[src/rtl/core/cantxs_pkg.sv]
package cantxs_pkg;

    localparam int NUM_FRAMES = 4;
    localparam int FIDX_W     = (NUM_FRAMES > 1) ? $clog2(NUM_FRAMES) : 1;
    localparam int FRAME_W    = 3;
    localparam int KIND_W     = 3;
    localparam int CNT_W      = 16;
    localparam int DATA_W     = 64;
    localparam int PADDR_W    = 5;

    typedef enum logic [KIND_W-1:0] {
        KIND_TICK      = 3'd0,
        KIND_WRITE     = 3'd1,
        KIND_READ      = 3'd2,
        KIND_SET_EN    = 3'd3,
        KIND_ACTIVATE  = 3'd4,
        KIND_DISABLE   = 3'd5,
        KIND_DIS_ALL   = 3'd6,
        KIND_INIT      = 3'd7
    } kind_t;

    localparam logic [1:0] REG_CYCLE_PERIODS   = 2'd0;
    localparam logic [1:0] REG_EVENT_INTERVALS = 2'd1;
    localparam logic [1:0] REG_EVENT_REPEATS   = 2'd2;

    typedef enum logic [1:0] {
        ST_IDLE,
        ST_TICK,
        ST_EMIT
    } state_t;

    // Per-frame counters as seen by the shared tick unit
    typedef struct packed {
        logic             enabled;
        logic [CNT_W-1:0] cycle_count;
        logic [CNT_W-1:0] event_count;
        logic [CNT_W-1:0] sends_left;
        logic [CNT_W-1:0] period;
        logic [CNT_W-1:0] interval;
    } tick_in_t;

    typedef struct packed {
        logic             send;
        logic [CNT_W-1:0] cycle_count;
        logic [CNT_W-1:0] event_count;
        logic [CNT_W-1:0] sends_left;
    } tick_out_t;

    function automatic logic [CNT_W-1:0] lane16(input logic [DATA_W-1:0] word,
                                               input logic [FIDX_W-1:0] idx);
        logic [DATA_W-1:0] sh;
        sh = word >> {idx, 4'b0000};
        return sh[CNT_W-1:0];
    endfunction

endpackage

[src/rtl/core/cantxs_tick_unit.sv]
module cantxs_tick_unit
    import cantxs_pkg::*;
(
    input  tick_in_t  tin,
    output tick_out_t tout
);

    always_comb
    begin
        tout.send        = 1'b0;
        tout.cycle_count = tin.cycle_count;
        tout.event_count = tin.event_count;
        tout.sends_left  = tin.sends_left;
        if (tin.enabled)
        begin
            if (tin.sends_left != '0)
            begin
                if (tin.event_count != '0)
                begin
                    if (tin.event_count == tin.interval)
                    begin
                        tout.send       = 1'b1;
                        tout.sends_left = tin.sends_left - 1'b1;
                    end
                    tout.event_count = tin.event_count - 1'b1;
                end
                else
                begin
                    tout.event_count = tin.interval;
                end
            end
            else if (tin.cycle_count > CNT_W'(1))
            begin
                tout.send        = (tin.cycle_count == tin.period);
                tout.cycle_count = tin.cycle_count - 1'b1;
            end
            else
            begin
                tout.cycle_count = tin.period;
            end
        end
    end

endmodule

[src/rtl/core/can_tx_cyclic_event_scheduler.sv]
// Tick: accepted, then every frame passes through the shared tick unit in turn,
// then each transmitting frame's word is emitted, lowest frame first, as the output slot frees.
// Read: accepted, then its word loads into the output register once that register is free.
// All other kinds complete in the accept cycle. One item at a time.
// Reset (rst_n low, asynchronous): counters, payloads and config clear to zero,
// every frame comes up enabled, output register empties.
module can_tx_cyclic_event_scheduler
    import cantxs_pkg::*;
(
    input  logic                clk,
    input  logic                rst_n,
    // input channel
    input  logic                in_valid,
    output logic                in_ready,
    input  logic [KIND_W-1:0]   kind,
    input  logic [FRAME_W-1:0]  frame,
    input  logic [DATA_W-1:0]   payload,
    input  logic                enable_value,
    // result channel
    output logic                out_valid,
    input  logic                out_ready,
    output logic                is_transmit,
    output logic [FRAME_W-1:0]  out_frame,
    output logic [DATA_W-1:0]   out_payload,
    output logic                last,
    // configuration port
    input  logic                psel,
    input  logic                penable,
    input  logic                pwrite,
    input  logic [PADDR_W-1:0]  paddr,
    input  logic [DATA_W-1:0]   pwdata,
    output logic [DATA_W-1:0]   prdata,
    output logic                pready
);

    // Configuration registers, 64 bits each at byte address 8*i.
    logic [DATA_W-1:0] cycle_periods_reg;
    logic [DATA_W-1:0] event_intervals_reg;
    logic [DATA_W-1:0] event_repeats_reg;

    logic       cfg_write;
    logic [1:0] cfg_index;

    assign pready    = 1'b1;
    assign cfg_write = psel && penable && pwrite;
    assign cfg_index = paddr[4:3];

    always_ff @(posedge clk or negedge rst_n)
    begin
        if (!rst_n)
        begin
            cycle_periods_reg   <= '0;
            event_intervals_reg <= '0;
            event_repeats_reg   <= '0;
        end
        else if (cfg_write)
        begin
            case (cfg_index)
                REG_CYCLE_PERIODS:   cycle_periods_reg   <= pwdata;
                REG_EVENT_INTERVALS: event_intervals_reg <= pwdata;
                REG_EVENT_REPEATS:   event_repeats_reg   <= pwdata;
                default:             ;  // unmapped address: drop the write
            endcase
        end
    end

    always_comb
    begin
        case (cfg_index)
            REG_CYCLE_PERIODS:   prdata = cycle_periods_reg;
            REG_EVENT_INTERVALS: prdata = event_intervals_reg;
            REG_EVENT_REPEATS:   prdata = event_repeats_reg;
            default:             prdata = '0;
        endcase
    end

    // Per-frame state, one flop row per frame.
    logic [CNT_W-1:0]  cycle_count_reg [NUM_FRAMES];
    logic [CNT_W-1:0]  event_count_reg [NUM_FRAMES];
    logic [CNT_W-1:0]  sends_left_reg  [NUM_FRAMES];
    logic [DATA_W-1:0] payload_reg     [NUM_FRAMES];
    logic              enabled_reg     [NUM_FRAMES];

    // Sequencer state.
    state_t                state_reg, state_next;
    logic [FIDX_W-1:0]     idx_reg, idx_next;
    logic [NUM_FRAMES-1:0] mask_reg, mask_next;
    logic                  emit_tx_reg, emit_tx_next;

    // Output register.
    logic              out_valid_reg;
    logic              is_transmit_reg;
    logic [FRAME_W-1:0] out_frame_reg;
    logic [DATA_W-1:0] out_payload_reg;
    logic              last_reg;

    logic              accept;
    logic              frame_ok;
    logic [FIDX_W-1:0] fi;
    logic              slot_free;
    logic              emit_fire;
    logic [FIDX_W-1:0] sel;
    logic [NUM_FRAMES-1:0] mask_left;
    logic              last_frame;

    tick_in_t  tin;
    tick_out_t tout;

    assign in_ready  = (state_reg == ST_IDLE);
    assign accept    = in_valid && in_ready;
    assign frame_ok  = (frame < FRAME_W'(NUM_FRAMES));
    assign fi        = frame[FIDX_W-1:0];
    assign slot_free = !out_valid_reg || out_ready;
    assign emit_fire = (state_reg == ST_EMIT) && slot_free;
    assign last_frame = (idx_reg == FIDX_W'(NUM_FRAMES - 1));

    // Shared tick unit: one frame per cycle, indexed by the sequencer.
    always_comb
    begin
        tin.enabled     = enabled_reg[idx_reg];
        tin.cycle_count = cycle_count_reg[idx_reg];
        tin.event_count = event_count_reg[idx_reg];
        tin.sends_left  = sends_left_reg[idx_reg];
        tin.period      = lane16(cycle_periods_reg, idx_reg);
        tin.interval    = lane16(event_intervals_reg, idx_reg);
    end

    cantxs_tick_unit u_tick
    (
        .tin  (tin),
        .tout (tout)
    );

    // Lowest pending frame goes out first.
    always_comb
    begin
        sel = '0;
        for (int i = NUM_FRAMES - 1; i >= 0; i--)
        begin
            if (mask_reg[i])
            begin
                sel = FIDX_W'(i);
            end
        end
        mask_left = mask_reg & ~(NUM_FRAMES'(1) << sel);
    end

    // Sequencer: next state and control.
    always_comb
    begin
        state_next   = state_reg;
        idx_next     = idx_reg;
        mask_next    = mask_reg;
        emit_tx_next = emit_tx_reg;
        case (state_reg)
            ST_IDLE:
            begin
                if (accept)
                begin
                    if (kind == KIND_TICK)
                    begin
                        state_next   = ST_TICK;
                        idx_next     = '0;
                        mask_next    = '0;
                        emit_tx_next = 1'b1;
                    end
                    else if (kind == KIND_READ && frame_ok)
                    begin
                        state_next   = ST_EMIT;
                        mask_next    = NUM_FRAMES'(1) << fi;
                        emit_tx_next = 1'b0;
                    end
                end
            end
            ST_TICK:
            begin
                // Record which frames transmit; words go out afterwards.
                mask_next = mask_reg | (NUM_FRAMES'(tout.send) << idx_reg);
                if (last_frame)
                begin
                    state_next = (mask_next != '0) ? ST_EMIT : ST_IDLE;
                end
                else
                begin
                    idx_next = idx_reg + 1'b1;
                end
            end
            ST_EMIT:
            begin
                if (emit_fire)
                begin
                    mask_next = mask_left;
                    if (mask_left == '0)
                    begin
                        state_next = ST_IDLE;
                    end
                end
            end
            default:
            begin
                state_next = ST_IDLE;
            end
        endcase
    end

    always_ff @(posedge clk or negedge rst_n)
    begin
        if (!rst_n)
        begin
            state_reg   <= ST_IDLE;
            idx_reg     <= '0;
            mask_reg    <= '0;
            emit_tx_reg <= 1'b0;
        end
        else
        begin
            state_reg   <= state_next;
            idx_reg     <= idx_next;
            mask_reg    <= mask_next;
            emit_tx_reg <= emit_tx_next;
        end
    end

    // Frame state updates: tick write-back, or the accepted command.
    always_ff @(posedge clk or negedge rst_n)
    begin
        if (!rst_n)
        begin
            for (int i = 0; i < NUM_FRAMES; i++)
            begin
                cycle_count_reg[i] <= '0;
                event_count_reg[i] <= '0;
                sends_left_reg[i]  <= '0;
                payload_reg[i]     <= '0;
                enabled_reg[i]     <= 1'b1;
            end
        end
        else if (state_reg == ST_TICK)
        begin
            cycle_count_reg[idx_reg] <= tout.cycle_count;
            event_count_reg[idx_reg] <= tout.event_count;
            sends_left_reg[idx_reg]  <= tout.sends_left;
        end
        else if (accept)
        begin
            case (kind)
                KIND_WRITE:
                begin
                    if (frame_ok)
                    begin
                        payload_reg[fi] <= payload;
                    end
                end
                KIND_SET_EN:
                begin
                    // Reload the period only on an actual enable change.
                    if (frame_ok && (enable_value != enabled_reg[fi]))
                    begin
                        enabled_reg[fi]     <= enable_value;
                        cycle_count_reg[fi] <= lane16(cycle_periods_reg, fi);
                    end
                end
                KIND_ACTIVATE:
                begin
                    if (frame_ok)
                    begin
                        event_count_reg[fi] <= lane16(event_intervals_reg, fi);
                        sends_left_reg[fi]  <= lane16(event_repeats_reg, fi);
                        enabled_reg[fi]     <= 1'b1;
                    end
                end
                KIND_DISABLE:
                begin
                    if (frame_ok)
                    begin
                        enabled_reg[fi] <= 1'b0;
                    end
                end
                KIND_DIS_ALL:
                begin
                    for (int i = 0; i < NUM_FRAMES; i++)
                    begin
                        enabled_reg[i] <= 1'b0;
                    end
                end
                KIND_INIT:
                begin
                    for (int i = 0; i < NUM_FRAMES; i++)
                    begin
                        cycle_count_reg[i] <= lane16(cycle_periods_reg, FIDX_W'(i));
                        event_count_reg[i] <= '0;
                        sends_left_reg[i]  <= '0;
                        payload_reg[i]     <= '0;
                        enabled_reg[i]     <= 1'b1;
                    end
                end
                default:
                begin
                    // tick and read change no frame state here
                end
            endcase
        end
    end

    // Output register: load a word whenever the slot is free during emit.
    always_ff @(posedge clk or negedge rst_n)
    begin
        if (!rst_n)
        begin
            out_valid_reg <= 1'b0;
        end
        else if (emit_fire)
        begin
            out_valid_reg <= 1'b1;
        end
        else if (out_ready)
        begin
            out_valid_reg <= 1'b0;
        end
    end

    always_ff @(posedge clk)
    begin
        if (emit_fire)
        begin
            is_transmit_reg <= emit_tx_reg;
            out_frame_reg   <= FRAME_W'(sel);
            out_payload_reg <= payload_reg[sel];
            last_reg        <= (mask_left == '0);
        end
    end

    assign out_valid   = out_valid_reg;
    assign is_transmit = is_transmit_reg;
    assign out_frame   = out_frame_reg;
    assign out_payload = out_payload_reg;
    assign last        = last_reg;

endmodule

[config.mk]
export PLATFORM = sky130hd
export DESIGN_NAME = can_tx_cyclic_event_scheduler
export DESIGN_NICKNAME = d
export VERILOG_FILES = /design/src/rtl/core/cantxs_pkg.sv /design/src/rtl/core/cantxs_tick_unit.sv /design/src/rtl/core/can_tx_cyclic_event_scheduler.sv
export SDC_FILE = /design/constraint.sdc
export NUM_CORES = 2
export LEC_CHECK = 0
export ABC_AREA = 1
export BUFFER_PORTS_ARGS = -buffer_cell sky130_fd_sc_hd__buf_4
export CAP_MARGIN = 20
export CORE_ASPECT_RATIO = 1.2
export CORE_MARGIN = 10
export CORE_UTILIZATION = 35
export DETAILED_ROUTE_END_ITERATION = 16
export SLEW_MARGIN = 20
export SYNTH_ARGS = -nofsm -noshare
export SYNTH_HDL_FRONTEND = slang
export SYNTH_SLANG_ARGS = --single-unit
[constraint.sdc]
create_clock -name clk -period 12.9 [get_ports clk]
set_input_delay 1.29 -clock clk [delete_from_list [all_inputs] [get_ports clk]]
set_output_delay 1.29 -clock clk [all_outputs]
set_load 0.03 [all_outputs]
==> flow_summary.ini <==
[clock_tree]
post-cts-setup-buffer-count = 0
cts_sinks = 722
postCtsHoldBufs = 0
cts.clk_slew.worst_paths_ns = 0.06
cts_resized = 0
cts_tree = yes
cts_buffers = 79
htree_levels = 3
insertion_delay_ns = 0.67
clock-root-buffer = clkbuf_16
cts_max_path_buffers = 3

[floorplan]
coreArea_um2 = 104900
die_w_um = 316.9
die_area_um2 = 119200
rows = 130
dieHeight_um = 376.3
ios = 283
start_util = 0.3529

[place]
place_ws_ns = 7.252
gp_congestion = 0.9679
place_hpwl_mm = 87.80
port_buffers = 277

[min_path]
min_to = is_transmit$_DFFE_PP_
min_path_cells = 0
hp-start = emit_tx_reg$_DFFE_PN0P_
hold_path_class = reg -> reg

[synth]
synthArstFlopShare = 0.9058
synthMuxAreaShare = 0.01940
yosysSeqAreaShare = 0.4974
synth-adder-area-share = 0.004056
ys_warn_count = 0
synthFlopType = dfrtp_1
synth-simple-area-share = 0.1946
yosys-top-cells-area = dfrtp_1 (44%), nand2_1 (11%), inv_1 (5.6%), edfxtp_1 (5.5%), o22ai_1 (4.5%)
synth_edf_count = 68
synth_top_family_by_area = simple AND/OR/NAND/NOR gates
syn_avg_cell_area_um2 = 8.125
synthCells = 4556
yosys.area.top_type = dfrtp_1
synth_nets = 4715
syn_area_um2 = 37020
synth_xor_area_frac = 0.004968
ys_ff_latch = 722
synth_top_area_share = 0.4394
synth-compound-area-share = 0.1846
synth_cell_types = 50

[global_route]
grt_max_degree = 141
grtUsageTotal = 0.2312
grt_pass1_vias = 32890
antenna_found_initial = 4
overflow = 0
grt_pass1_wl_mm = 212.5

[setup_path]
r2r_slack_ns = 7.64
crit_chain = inv_6 > buf_4 > ha_1 > nand2_1 > clkinv_1 > buf_4 > a21oi_1 > nor2_4 > buf_4 > inv_1 > a41oi_1 > a21oi_1
cp-start-kind = flop
critPathCaptureType = flop
cp_slowest_cell = dfrtp_4
cp_common_cell = buf_4
cp_slowest_stage_delay_ns = 0.71
worstPathMaxFanout = 79
reg2regPathDepth = 12
setup.worst_path.class = reg -> reg
cp.required_ns = 13.42
r2r_start = idx_reg[0]$_DFFE_PN0P_
cp.arrival_ns = 5.77
worst_r2r_endpoint = event_count_reg[63]$_DFFE_PN0P_

[route]
via_count = 34060
drc = 0
wirelength_mm = 141.4
firstDrtPassIters = 8
route.detailed.wl_per_inst_um = 23.21
drt_iter0_drc = 3540
routed_via_density = 5.593
postRouteAntennaNets = 0

[power]
p_per_area_nw_per_um2 = 247.0
clkPwrFrac = 0.226
p_int_uw = 6175
leakage_uw = 0.01947
ir_worst_vdd_v = 0.0001416
comb_power_share = 0.405
p_sw_frac = 0.4161
seqPwrFrac = 0.369
power_uw = 10580
power.net_switching_uw = 4401

[sta]
worst_clock_skew_ns = 0.04880
tightest_slew_ns = 1.178
hold-worst-slack_ns = 0.4832
timing.fmax_mhz = 190.3
fin_crit_sh = 0.4074
period_minus_slack_ns = 5.256
layout_setup_ws_ns = 7.644
setup-violations-final = 0
slew-limit-headroom = 0.2149
rsz0062_at_grt = false
timing.final.max_slew_violations = 0
hold_viol = 0
fin_tns_setup_ns = 0

[status]
status = finished, final reports clean

[layout]
layout.nets = 4801
layout_common_cells = nand2_1 (1119), dfrtp_1 (648), inv_1 (547)
mostFrequentLayoutCell = nand2_1
syn2layout_area_growth_pct = 15.66
final_core_util = 0.4081
largest_reg_flops = 256
drive_gt1_frac = 0.1242

[job]
maxCapViolations = 0
==> through the flow <==
| step | std cells | instance area, um^2 |
|---|---|---|
| after floorplan | 4556 | 37020 |
| after global placement | 5947 | 40130 |
| after detailed placement | 5947 | 40130 |
| after CTS | 6088 | 42810 |
| after global routing | 6088 | 42810 |
| final | 6089 | 42820 |
==> power groups by stage <==
stage	clock network [uW]	logic, uW	registers (uW)
final	2390	4290	3900
after global placement	0	4190	3910
after detailed placement	0	4250	3930
after floorplan	0	2770	4000
after CTS	2420	4270	3890
after global routing	2510	4770	4010
==> worst max path at each step <==
stage	slack, ns	to	start
after floorplan	7.77	is_transmit$_DFFE_PP_	out_ready
after global placement	7.31	event_count_reg[47]$_DFFE_PN0P_	kind[2]
after detailed placement	7.25	sends_left_reg[59]$_DFFE_PN0P_	kind[2]
after CTS	7.66	sends_left_reg[56]$_DFFE_PN0P_	idx_reg[0]$_DFFE_PN0P_
after global routing	7.43	sends_left_reg[61]$_DFFE_PN0P_	idx_reg[0]$_DFFE_PN0P_
final	7.64	event_count_reg[63]$_DFFE_PN0P_	idx_reg[0]$_DFFE_PN0P_
==> routing by layer <==
metal  track usage  vias to the layer above  share of wire
met3       0.05164                      287          0.093
met5             0                        -        0.00025
met1        0.3023                    16480           0.41
met2        0.3695                     1616           0.46
li1              -                    15670              -
met4       0.08646                        6          0.038
==> cell usage after synthesis (73+ instances only) <==
master       n
o22ai_1    266
nand3_1    219
a31oi_1    149
o21ai_0    232
clkbuf_1   240
nor2_1     265
o211ai_1    73
nand2_1   1122
a21oi_1    151
dfrtp_1    650
nand4_1    100
inv_1      556
o221ai_1   128
==> kinds of logic (layout without fill, tap and decap cells) <==
family | Yosys count | after routing
adder cells (fa/ha/maj) | 12 | 12
flip-flops | 722 | 722
AO/OA/AOI/OAI | 1085 | 1085
buffers and inverters | 901 | 1047
XOR/XNOR | 21 | 21
multiplexers | 64 | 64
other | 2 | 3
AND/OR/NAND/NOR | 1749 | 1749
==> critical path, delay by kind of cell, from the launching register on <==
| kind | cells | cell delay [ns] |
|---|---|---|
| AOI/OAI and AO/OA | 3 | 0.66 |
| adders and majority gates | 1 | 0.24 |
| buffers and inverters | 6 | 3.25 |
| DFF | 1 | 0.71 |
| and+or+nand+nor | 2 | 0.20 |
==> area by class of cell <==
class / count / area, um^2
fillers: 10710 / 62100
inverters: 573 / 2166
clock buffers: 112 / 2251
clock inverters: 29 / 432.9
flip-flops and latches: 722 / 18420
well taps: 1386 / 1734
diodes: 1 / 2.502
repair buffers: 333 / 2536
multi-input cells: 2933 / 15270
Power figures use the tool's default switching activity.
